<file path="src/sv/time_ordered_event_queue_defines.svh">
// Assertion macros used by the event queue top level.
`ifndef TIME_ORDERED_EVENT_QUEUE_DEFINES_SVH
`define TIME_ORDERED_EVENT_QUEUE_DEFINES_SVH

// Check that cons holds in the same cycle as ante.
`define TOEQ_ASSERT_SAME(label, ante, cons, msg) \
	label: assert property (@(posedge clk) disable iff (!arst_n) (ante) |-> (cons)) \
		else $error(msg);

// Check that cons holds in the cycle after ante.
`define TOEQ_ASSERT_NEXT(label, ante, cons, msg) \
	label: assert property (@(posedge clk) disable iff (!arst_n) (ante) |=> (cons)) \
		else $error(msg);

`endif

</file>
<file path="src/sv/toeq_pkg.sv">
// Types, commands and default sizes of the time-ordered event queue.
`default_nettype none

package toeq_pkg;

	localparam int DEF_CAPACITY     = 16;
	localparam int DEF_TIME_BITS    = 32;
	localparam int DEF_PAYLOAD_BITS = 32;

	localparam int CMD_BITS = 2;

	typedef enum logic [CMD_BITS-1:0] {
		CMD_PUSH  = 2'd0,
		CMD_POP   = 2'd1,
		CMD_CLEAR = 2'd2
	} cmd_t;

	// Per-cycle control broadcast to every cell of the chain.
	typedef struct packed {
		logic push_en;
		logic pop_en;
	} cell_ctrl_t;

endpackage

`default_nettype wire

</file>
<file path="src/sv/toeq_cell.sv">
// One slot of the sorted chain: holds an event and shifts it left or right.
`default_nettype none

module toeq_cell import toeq_pkg::*; #(
	parameter int TIME_BITS    = DEF_TIME_BITS,
	parameter int PAYLOAD_BITS = DEF_PAYLOAD_BITS
) (
	input  wire logic                    clk,
	input  wire cell_ctrl_t              ctrl,
	input  wire logic                    occupied,
	input  wire logic [TIME_BITS-1:0]    new_time,
	input  wire logic [PAYLOAD_BITS-1:0] new_payload,
	input  wire logic                    left_le,
	input  wire logic [TIME_BITS-1:0]    left_time,
	input  wire logic [PAYLOAD_BITS-1:0] left_payload,
	input  wire logic [TIME_BITS-1:0]    right_time,
	input  wire logic [PAYLOAD_BITS-1:0] right_payload,
	output logic                         le,
	output logic [TIME_BITS-1:0]         slot_time,
	output logic [PAYLOAD_BITS-1:0]      slot_payload
);

	logic [TIME_BITS-1:0]    time_q;
	logic [PAYLOAD_BITS-1:0] payload_q;

	// Keep this slot ahead of a new event with the same or a later time
	assign le = occupied && (time_q <= new_time);

	// Insert: keep, take the new event, or take the left neighbor; pop: take the right
	always_ff @(posedge clk) begin
		if (ctrl.push_en && !le) begin
			if (left_le) begin
				time_q    <= new_time;
				payload_q <= new_payload;
			end else begin
				time_q    <= left_time;
				payload_q <= left_payload;
			end
		end else if (ctrl.pop_en) begin
			time_q    <= right_time;
			payload_q <= right_payload;
		end
	end

	assign slot_time    = time_q;
	assign slot_payload = payload_q;

endmodule

`default_nettype wire

</file>
<file path="src/sv/time_ordered_event_queue.sv">
// Top level of the time-ordered event queue: cell chain, fill count, result register.
//
//  channel  dir  fields
//  s_*      in   tuser: cmd | tdata: event_time, event_payload
//  m_*      out  tuser: pop_ok, push_dropped, head_valid
//                tdata: popped_time, popped_payload, head_time, head_payload, entry_count
//
// All cells compare against the new time in parallel and shift on the same edge,
// so one transfer per cycle is sustained while the results are taken.
// The result is registered in the cycle after the input transfer and is held until taken.
// A stalled result blocks new input unless it is taken in that same cycle.
// Reset clears the fill count and the result valid; slot contents are not reset.
`default_nettype none

module time_ordered_event_queue import toeq_pkg::*; #(
	parameter int CAPACITY     = DEF_CAPACITY,
	parameter int TIME_BITS    = DEF_TIME_BITS,
	parameter int PAYLOAD_BITS = DEF_PAYLOAD_BITS,
	localparam int CNT_BITS    = $clog2(CAPACITY + 1),
	localparam int IN_RAW      = TIME_BITS + PAYLOAD_BITS,
	localparam int IN_W        = ((IN_RAW + 7) / 8) * 8,
	localparam int OUT_RAW     = 2 * TIME_BITS + 2 * PAYLOAD_BITS + CNT_BITS,
	localparam int OUT_W       = ((OUT_RAW + 7) / 8) * 8
) (
	input  wire logic                clk,
	input  wire logic                arst_n,
	input  wire logic                s_tvalid,
	output logic                     s_tready,
	input  wire logic [IN_W-1:0]     s_tdata,  // event_time, event_payload
	input  wire logic [CMD_BITS-1:0] s_tuser,  // cmd
	output logic                     m_tvalid,
	input  wire logic                m_tready,
	output logic [OUT_W-1:0]         m_tdata,  // popped_time, popped_payload, head_time,
	                                           // head_payload, entry_count
	output logic [2:0]               m_tuser   // pop_ok, push_dropped, head_valid
);

	`include "time_ordered_event_queue_defines.svh"

	logic                    in_xfer;
	cmd_t                    cmd;
	logic [TIME_BITS-1:0]    in_time;
	logic [PAYLOAD_BITS-1:0] in_payload;
	logic                    full;
	logic                    empty;
	cell_ctrl_t              ctrl;
	logic                    clear_en;
	logic [CNT_BITS-1:0]     count_q;

	logic [TIME_BITS-1:0]    slot_time    [CAPACITY];
	logic [PAYLOAD_BITS-1:0] slot_payload [CAPACITY];
	logic                    slot_le      [CAPACITY];

	logic                    out_valid_q;
	logic                    pop_ok_q;
	logic                    push_dropped_q;
	logic [TIME_BITS-1:0]    popped_time_q;
	logic [PAYLOAD_BITS-1:0] popped_payload_q;
	logic                    head_valid;
	logic [TIME_BITS-1:0]    head_time;
	logic [PAYLOAD_BITS-1:0] head_payload;

	// Take input when the result register is free or drains this cycle
	assign s_tready   = !out_valid_q || m_tready;
	assign in_xfer    = s_tvalid && s_tready;
	assign cmd        = cmd_t'(s_tuser);
	assign in_time    = s_tdata[TIME_BITS-1:0];
	assign in_payload = s_tdata[TIME_BITS +: PAYLOAD_BITS];
	assign full       = (count_q == CNT_BITS'(CAPACITY));
	assign empty      = (count_q == '0);

	// Decode the command into cell controls
	always_comb begin
		ctrl     = '0;
		clear_en = 1'b0;
		unique case (cmd)
			CMD_PUSH:  ctrl.push_en = in_xfer && !full;
			CMD_POP:   ctrl.pop_en  = in_xfer && !empty;
			CMD_CLEAR: clear_en     = in_xfer;
			default:   ;
		endcase
	end

	// Chain of cells, slot 0 is the head
	for (genvar i = 0; i < CAPACITY; i++) begin : g_cell
		logic                    left_le_w;
		logic [TIME_BITS-1:0]    left_time_w;
		logic [PAYLOAD_BITS-1:0] left_payload_w;
		logic [TIME_BITS-1:0]    right_time_w;
		logic [PAYLOAD_BITS-1:0] right_payload_w;

		if (i == 0) begin : g_first
			assign left_le_w      = 1'b1;
			assign left_time_w    = in_time;
			assign left_payload_w = in_payload;
		end else begin : g_mid
			assign left_le_w      = slot_le[i-1];
			assign left_time_w    = slot_time[i-1];
			assign left_payload_w = slot_payload[i-1];
		end

		if (i == CAPACITY - 1) begin : g_last
			assign right_time_w    = slot_time[i];
			assign right_payload_w = slot_payload[i];
		end else begin : g_inner
			assign right_time_w    = slot_time[i+1];
			assign right_payload_w = slot_payload[i+1];
		end

		toeq_cell #(
			.TIME_BITS    (TIME_BITS),
			.PAYLOAD_BITS (PAYLOAD_BITS)
		) u_cell (
			.clk           (clk),
			.ctrl          (ctrl),
			.occupied      (CNT_BITS'(i) < count_q),
			.new_time      (in_time),
			.new_payload   (in_payload),
			.left_le       (left_le_w),
			.left_time     (left_time_w),
			.left_payload  (left_payload_w),
			.right_time    (right_time_w),
			.right_payload (right_payload_w),
			.le            (slot_le[i]),
			.slot_time     (slot_time[i]),
			.slot_payload  (slot_payload[i])
		);
	end

	// Advance the fill count
	always_ff @(posedge clk or negedge arst_n) begin
		if (!arst_n) begin
			count_q <= '0;
		end else if (clear_en) begin
			count_q <= '0;
		end else if (ctrl.push_en) begin
			count_q <= count_q + 1'b1;
		end else if (ctrl.pop_en) begin
			count_q <= count_q - 1'b1;
		end
	end

	// Hold the result valid until the transfer completes
	always_ff @(posedge clk or negedge arst_n) begin
		if (!arst_n) begin
			out_valid_q <= 1'b0;
		end else if (in_xfer) begin
			out_valid_q <= 1'b1;
		end else if (m_tready) begin
			out_valid_q <= 1'b0;
		end
	end

	// Capture the popped event and the drop flag
	always_ff @(posedge clk) begin
		if (in_xfer) begin
			pop_ok_q         <= ctrl.pop_en;
			push_dropped_q   <= (cmd == CMD_PUSH) && full;
			popped_time_q    <= ctrl.pop_en ? slot_time[0] : '0;
			popped_payload_q <= ctrl.pop_en ? slot_payload[0] : '0;
		end
	end

	// Head is read from slot 0; it holds while the result waits
	assign head_valid   = !empty;
	assign head_time    = head_valid ? slot_time[0] : '0;
	assign head_payload = head_valid ? slot_payload[0] : '0;

	assign m_tvalid = out_valid_q;
	assign m_tuser  = {head_valid, push_dropped_q, pop_ok_q};
	assign m_tdata  = OUT_W'({count_q, head_payload, head_time,
	                          popped_payload_q, popped_time_q});

	`TOEQ_ASSERT_NEXT(a_full_push_drops, in_xfer && (cmd == CMD_PUSH) && full,
		push_dropped_q && (count_q == CNT_BITS'(CAPACITY)), "push to full queue not dropped")
	`TOEQ_ASSERT_NEXT(a_pop_reports, in_xfer && (cmd == CMD_POP) && !empty,
		pop_ok_q && (count_q == $past(count_q) - 1'b1), "pop from non-empty queue lost")
	`TOEQ_ASSERT_NEXT(a_clear_empties, in_xfer && (cmd == CMD_CLEAR),
		(count_q == '0) && !head_valid, "clear left events in queue")
	`TOEQ_ASSERT_NEXT(a_count_idle, !in_xfer, $stable(count_q), "count changed without transfer")
	`TOEQ_ASSERT_SAME(a_count_bound, 1'b1, count_q <= CNT_BITS'(CAPACITY), "count above capacity")

endmodule

`default_nettype wire
</file>
<file path="config.mk">
export PLATFORM = sky130hd
export DESIGN_NAME = time_ordered_event_queue
export DESIGN_NICKNAME = d
export VERILOG_FILES = /design/src/sv/toeq_pkg.sv /design/src/sv/toeq_cell.sv /design/src/sv/time_ordered_event_queue.sv
export VERILOG_INCLUDE_DIRS = /design/src /design/src/sv
export SDC_FILE = /design/constraint.sdc
export NUM_CORES = 2
export LEC_CHECK = 0
export BUFFER_PORTS_ARGS = -buffer_cell sky130_fd_sc_hd__buf_2
export CAP_MARGIN = 20
export CORE_MARGIN = 8
export CORE_UTILIZATION = 64
export DETAILED_ROUTE_END_ITERATION = 7
export PLACE_DENSITY = 0.89
export SKIP_CTS_REPAIR_TIMING = 1
export SYNTH_ARGS = -nofsm -noshare
export SYNTH_HDL_FRONTEND = slang
export SYNTH_HIERARCHICAL = 1
export SYNTH_SLANG_ARGS = --single-unit
</file>
<file path="constraint.sdc">
create_clock -name clk -period 6.55 [get_ports clk]
set_input_delay 0.3275 -clock clk [delete_from_list [all_inputs] [get_ports clk]]
set_output_delay 0.3275 -clock clk [all_outputs]
set_load 0.005 [all_outputs]
</file>
## Word level (Yosys, flattened, before mapping)

Cells that the tools add are included.

| cells by class | value |
|---|---|
| $add $sub $neg | 2 |
| magnitude comparators | 32 |
| equal/unequal tests | 3 |
| mux-type cells | 100 |
| reduce and logical (&&, ||, !) cells | 75 |

Operators by type and width:

| kind | number |
|---|---|
| 32-bit 2-to-1 mux | 92 |
| 32-bit less-or-equal comparator | 16 |
| 4-bit by 5-bit < comparator with 1-bit output (first input constant) | 8 |
| 1-bit logical AND | 36 |
| 2-bit nonzero test | 16 |
| 3-bit by 5-bit < comparator with 1-bit output (first input constant) | 4 |
| 1-bit zero test | 19 |
| 5-bit 2-to-1 mux | 3 |
| 1-bit by 5-bit < comparator with 1-bit output (first input constant) | 2 |
| 2-bit by 5-bit < comparator with 1-bit output (first input constant) | 2 |
| 5-bit by 1-bit adder with 5-bit output (second input constant) | 1 |
| 5-bit equality test (second input constant) | 1 |
| 5-bit zero test | 1 |
| 1-bit 2-to-1 mux | 5 |
| 5-bit by 1-bit subtractor with 5-bit output (second input constant) | 1 |
| 3-bit nonzero test | 1 |
| 2-bit by 1-bit equality test with 1-bit output (second input constant) | 1 |
| 2-bit equality test (second input constant) | 1 |
| 2-bit zero test | 1 |
| 1-bit logical OR | 1 |

| word-level totals | value |
|---|---|
| register bits | 1096 |
| input bits | 70 |
| output and inout port bits | 141 |
| word-level logic and storage cells | 250 |

## Logic depth before layout (Yosys ltp)

| depth | value |
|---|---|
| depth in word-level cells | 8 |
| mapped depth | 12 |
| depth with buffers taken out | 10 |

## By module

Netlist, hierarchy kept.

By module, submodules not included:

| module | instances | cells each | area each (um^2) | seq. area each (um^2) |
|---|---|---|---|---|
| toeq_cell (g_cell[0].u_cell ...) | 15 | 328 | 4329.2 | 1921.8 |
| toeq_cell (g_cell[9].u_cell) | 1 | 328 | 4566.9 | 1921.8 |
| time_ordered_event_queue | 1 | 303 | 3654.8 | 2132.0 |

## Least setup slack after synthesis

No wires, ideal clock.

| path | value |
|---|---|
| kind | reg2reg |
| start | reg count_q[0] |
| end | reg g_cell[0].u_cell.payload_q[0], enable pin |
| library setup time | 433 ps |
| arrival time | 4513 ps |
| required time | 6117 ps |
| slack | 1604 ps |
| cell stages (with the launch flop) | 13 |
| buffers on the path | 3 |
| period minus slack after synthesis | 4946 ps |
| cells stage by stage | dfrtp_1 -> clkbuf_1 -> inv_1 -> ha_1 -> nand4bb_1 -> nand3_1 -> nor2_1 -> nand3b_1 -> a31oi_1 -> a211oi_2 -> buf_4 -> buf_6 -> nand2b_1 |

RTL lines:

| item | RTL line | RTL |
|---|---|---|
| start: declaration | time_ordered_event_queue.sv:48 | `logic [CNT_BITS-1:0] count_q;` |
| start signal: assignment | time_ordered_event_queue.sv:137 | `count_q <= count_q + 1'b1;` |
| start signal: assignment | time_ordered_event_queue.sv:139 | `count_q <= count_q - 1'b1;` |
| end signal: assignment | toeq_cell.sv:34 | `payload_q <= new_payload;` |
| end signal: assignment | toeq_cell.sv:37 | `payload_q <= left_payload;` |
| end signal: assignment | toeq_cell.sv:41 | `payload_q <= right_payload;` |
| end: declaration | toeq_cell.sv:24 | `logic [PAYLOAD_BITS-1:0] payload_q;` |

==> impl_summary.txt <==
----------------------------------------------------
[Status]
  Result of the run ... complete, no violations

[Timing]
  Final count of hold timing violations ... 0
  Setup TNS Final ... 0 ns
  Unrepaired setup endpoints after global routing ... no
  Least setup slack across all paths after layout ... 2.01 ns
  Setup violations, final ... 0
  Period utilization ... 69.3%
  Worst-margin pin slew ... 1.09 ns
  Post-layout minimum cycle time ... 4.54 ns
  Skew final ... 0.0301 ns
  Worst slew margin relative to its limit ... 27.2%
  Maximum operating frequency ... 0.220 GHz
  Total count of max-transition violations in the final report ... 0

[Worst setup path]
  Cell breakdown of the critical path ... inv_1 > ha_1 > nand4bb_1 > nand3_1 > nor2_2 > buf_4 > and2_1 > a211oi_4 > nand2b_4
  Kind of start point of the critical path ... register
  Worst endpoint data arrival time ... 4.74 ns
  Critical Path Fanout Max ... 64
  Cell type of the slowest stage on the worst timing path ... sky130_fd_sc_hd__a211oi_4
  Origin of the critical flop-to-flop path ... count_q[1]$_DFFE_PN0P_
  Flop-to-flop setup slack ... 2.01 ns
  Highest cell delay on the worst timing path ... 0.88 ns
  CP Class ... reg -> reg
  Crit path buffers/inverters ... 2
  Worst reg2reg path depth ... 9
  Top Family by Delay on Critical Path ... simple AND/OR/NAND/NOR gates
  Crit path required time ... 6.75 ns
  Crit end category ... register
  Capture instance of the worst register-to-register path ... g_cell[15].u_cell/slot_payload[31]$_DFFE_PP_

[Final layout]
  Fraction of layout instances using a drive strength above 1 ... 31.8%
  Area growth from synthesis to layout ... 7.85%
  Number of nets in the final layout ... 6254
  Fillers ... 7263

[Global routing]
  First-pass GRT wire length ... 276000 um
  Vias in the first global route ... 47800
  Number of antenna violations at the first check in global routing ... 15
  GRT Resource Usage Total ... 27.0%
  Busiest grt layer ... met2
  Total congestion overflow ... 0
  Largest net degree at the start of global routing ... 68
  Met2 usage in global routing ... 43.5%
  Grt met1 use ... 37.8%
  Met3 usage in global routing ... 4.01%

[Power and ir drop]
  Net Sw Power ... 8.24 mW
  Clock power share ... 24.6%
  Power Total ... 25.7 mW
  Static Leak ... 30.2 nW
  Net switching fraction of the power ... 32.1%
  Power density over the cells ... 326 nW/um2
  Logic gate share of total power ... 36.1%
  Peak ir drop on the vdd network ... 0.318 mV
  Share of total power in sequential cells ... 39.3%
  Internal power ... 17.4 mW

[Clocking]
  Clk root buf ... sky130_fd_sc_hd__clkbuf_16
  Number of buffers created by CTS ... 114
  Buffers from clock root to sink, at most ... 3
  Sinks on the clock net ... 1096
  H-tree levels ... 3
  Clock insertion delay at the later pin of the skew report ... 0.73 ns
  Clock-pin slew on the worst setup and hold paths ... 0.06 ns
  CTS tree ... yes

[Route]
  Post-detailed-routing wire length ... 176000 um
  Wire per inst ... 24.2 um
  DR vias ... 46900
  DRC violation total after the first TritonRoute iteration ... 4988
  DRC errors left ... 0
  Router iterations before antenna repair ... 8
  Vias per inst ... 6.44
  Residual antenna-violating net count after detailed routing ... 0

[Placement]
  Total of buffers placed on input and output ports ... 207
  Setup WS pre-CTS ... 1.88 ns
  Estimated wirelength of the detail-placed design ... 123000 um
  Gp weighted congestion ... 0.901

[Floorplanning]
  Initial Util ... 64.2%
  Core region area ... 114000 um2
  Full die area ... 125000 um2
  Vertical extent of the die ... 354 um
  Row count ... 124
  Die Span X ... 354 um
  Io pins ... 211

[Synth]
  Syn. warnings ... 6
  Mean Syn Cell Area ... 13.2 um2
  Post-Synthesis Cells ... 5548
  Mapped Area ... 73100 um2

[Flow run]
  # Max-Cap Violations ... 0

[Worst hold path]
  Hold Startpoint ... s_tuser[0]
  Endpoint of the worst hold-timing path ... count_q[1]$_DFFE_PN0P_
  Worst hold-check path type ... in -> reg
  Hold Path Cell Cnt ... 3

----------------------------------------------------
-- layout by cell type (no fill, tap or decap), drive strengths merged, types with 33 or more instances in the layout --
cell,instances
buf,249
ha,516
and2,82
clkinv,49
mux2,2048
nor2,53
nand4,128
nor2b,97
edfxtp,1090
a21oi,193
nand3,51
nor4,33
nand2,139
o21ai,68
inv,526
clkbuf,143
-- layout make-up --
class                   instances  area, um2  area share (%)
inverters                     522       1960            2.48
repair buffers                253       1590            2.01
clock inverters                66        581           0.736
diodes                         13       32.5          0.0412
well taps                    1512       1890            2.40
clock buffers                 143       2980            3.78
multi-input cells            3681      37000            46.9
flip-flops and latches       1096      32900            41.7
-- tightest hold or removal path: cells and delay by family --
family,cells,cell delay [ns]
buffers and inverters,1,0.19
AND/OR/NAND/NOR,2,0.19
-- registers in the layout, indices dropped and copies added (netlist names) --
register and cells:
count_q 5, g_cell.u_cell/slot_payload 512, g_cell.u_cell/slot_time 512, m_tvalid 1
pop_ok_q 1, popped_payload_q 32, popped_time_q 32, push_dropped_q 1
-- how the worst max path moves through the flow --
stage / startpoint / to / slack, ns / cells past startpoint
after floorplan: count_q[0]$_DFFE_PN0P_ / g_cell[0].u_cell/slot_payload[0]$_DFFE_PP_ / 1.60 / 12
after global placement: s_tdata[25] / g_cell[1].u_cell/slot_payload[20]$_DFFE_PP_ / 1.97 / 12
after detailed placement: s_tdata[7] / g_cell[2].u_cell/slot_payload[14]$_DFFE_PP_ / 1.88 / 9
after CTS: count_q[1]$_DFFE_PN0P_ / g_cell[15].u_cell/slot_payload[8]$_DFFE_PP_ / 2.11 / 9
after global routing: count_q[1]$_DFFE_PN0P_ / g_cell[15].u_cell/slot_payload[8]$_DFFE_PP_ / 1.77 / 10
final: count_q[1]$_DFFE_PN0P_ / g_cell[15].u_cell/slot_payload[31]$_DFFE_PP_ / 2.01 / 9
-- power by group through the flow --
stage	clock (mW)	combinational (mW)	sequential [mW]
6_report	6.33	9.28	10.1
5_1_grt	6.67	9.92	10.2
4_1_cts	6.41	9.15	10.0
3_5_place_dp	0	9.02	10.2
3_3_place_gp	0	8.67	10.1
2_1_floorplan	0	7.04	9.81
-- per-layer routing --
layer | wire (um) | part of all wire, %
met4 | 5180 | 2.9
met2 | 81300 | 46
met5 | 39 | 0.022
met1 | 75100 | 43
met3 | 14400 | 8.2
-- metrics by stage --
| step | cell area [um2] | std cells | hold slack [ns] | utilization, % |
|---|---|---|---|---|
| global route | 78900 | 7277 | 0.0802 | 69.2 |
| finish | 78900 | 7286 | 0.0571 | 69.3 |
| CTS | 78800 | 7267 | -0.604 | 69.2 |
| global placement | 75200 | 7058 | 0.154 | 66.0 |
| floorplan | 73100 | 5550 | 0.0319 | - |
| detailed placement | 75200 | 7058 | 0.154 | 66.0 |
No activity file was read; power rests on OpenSTA's default activity.
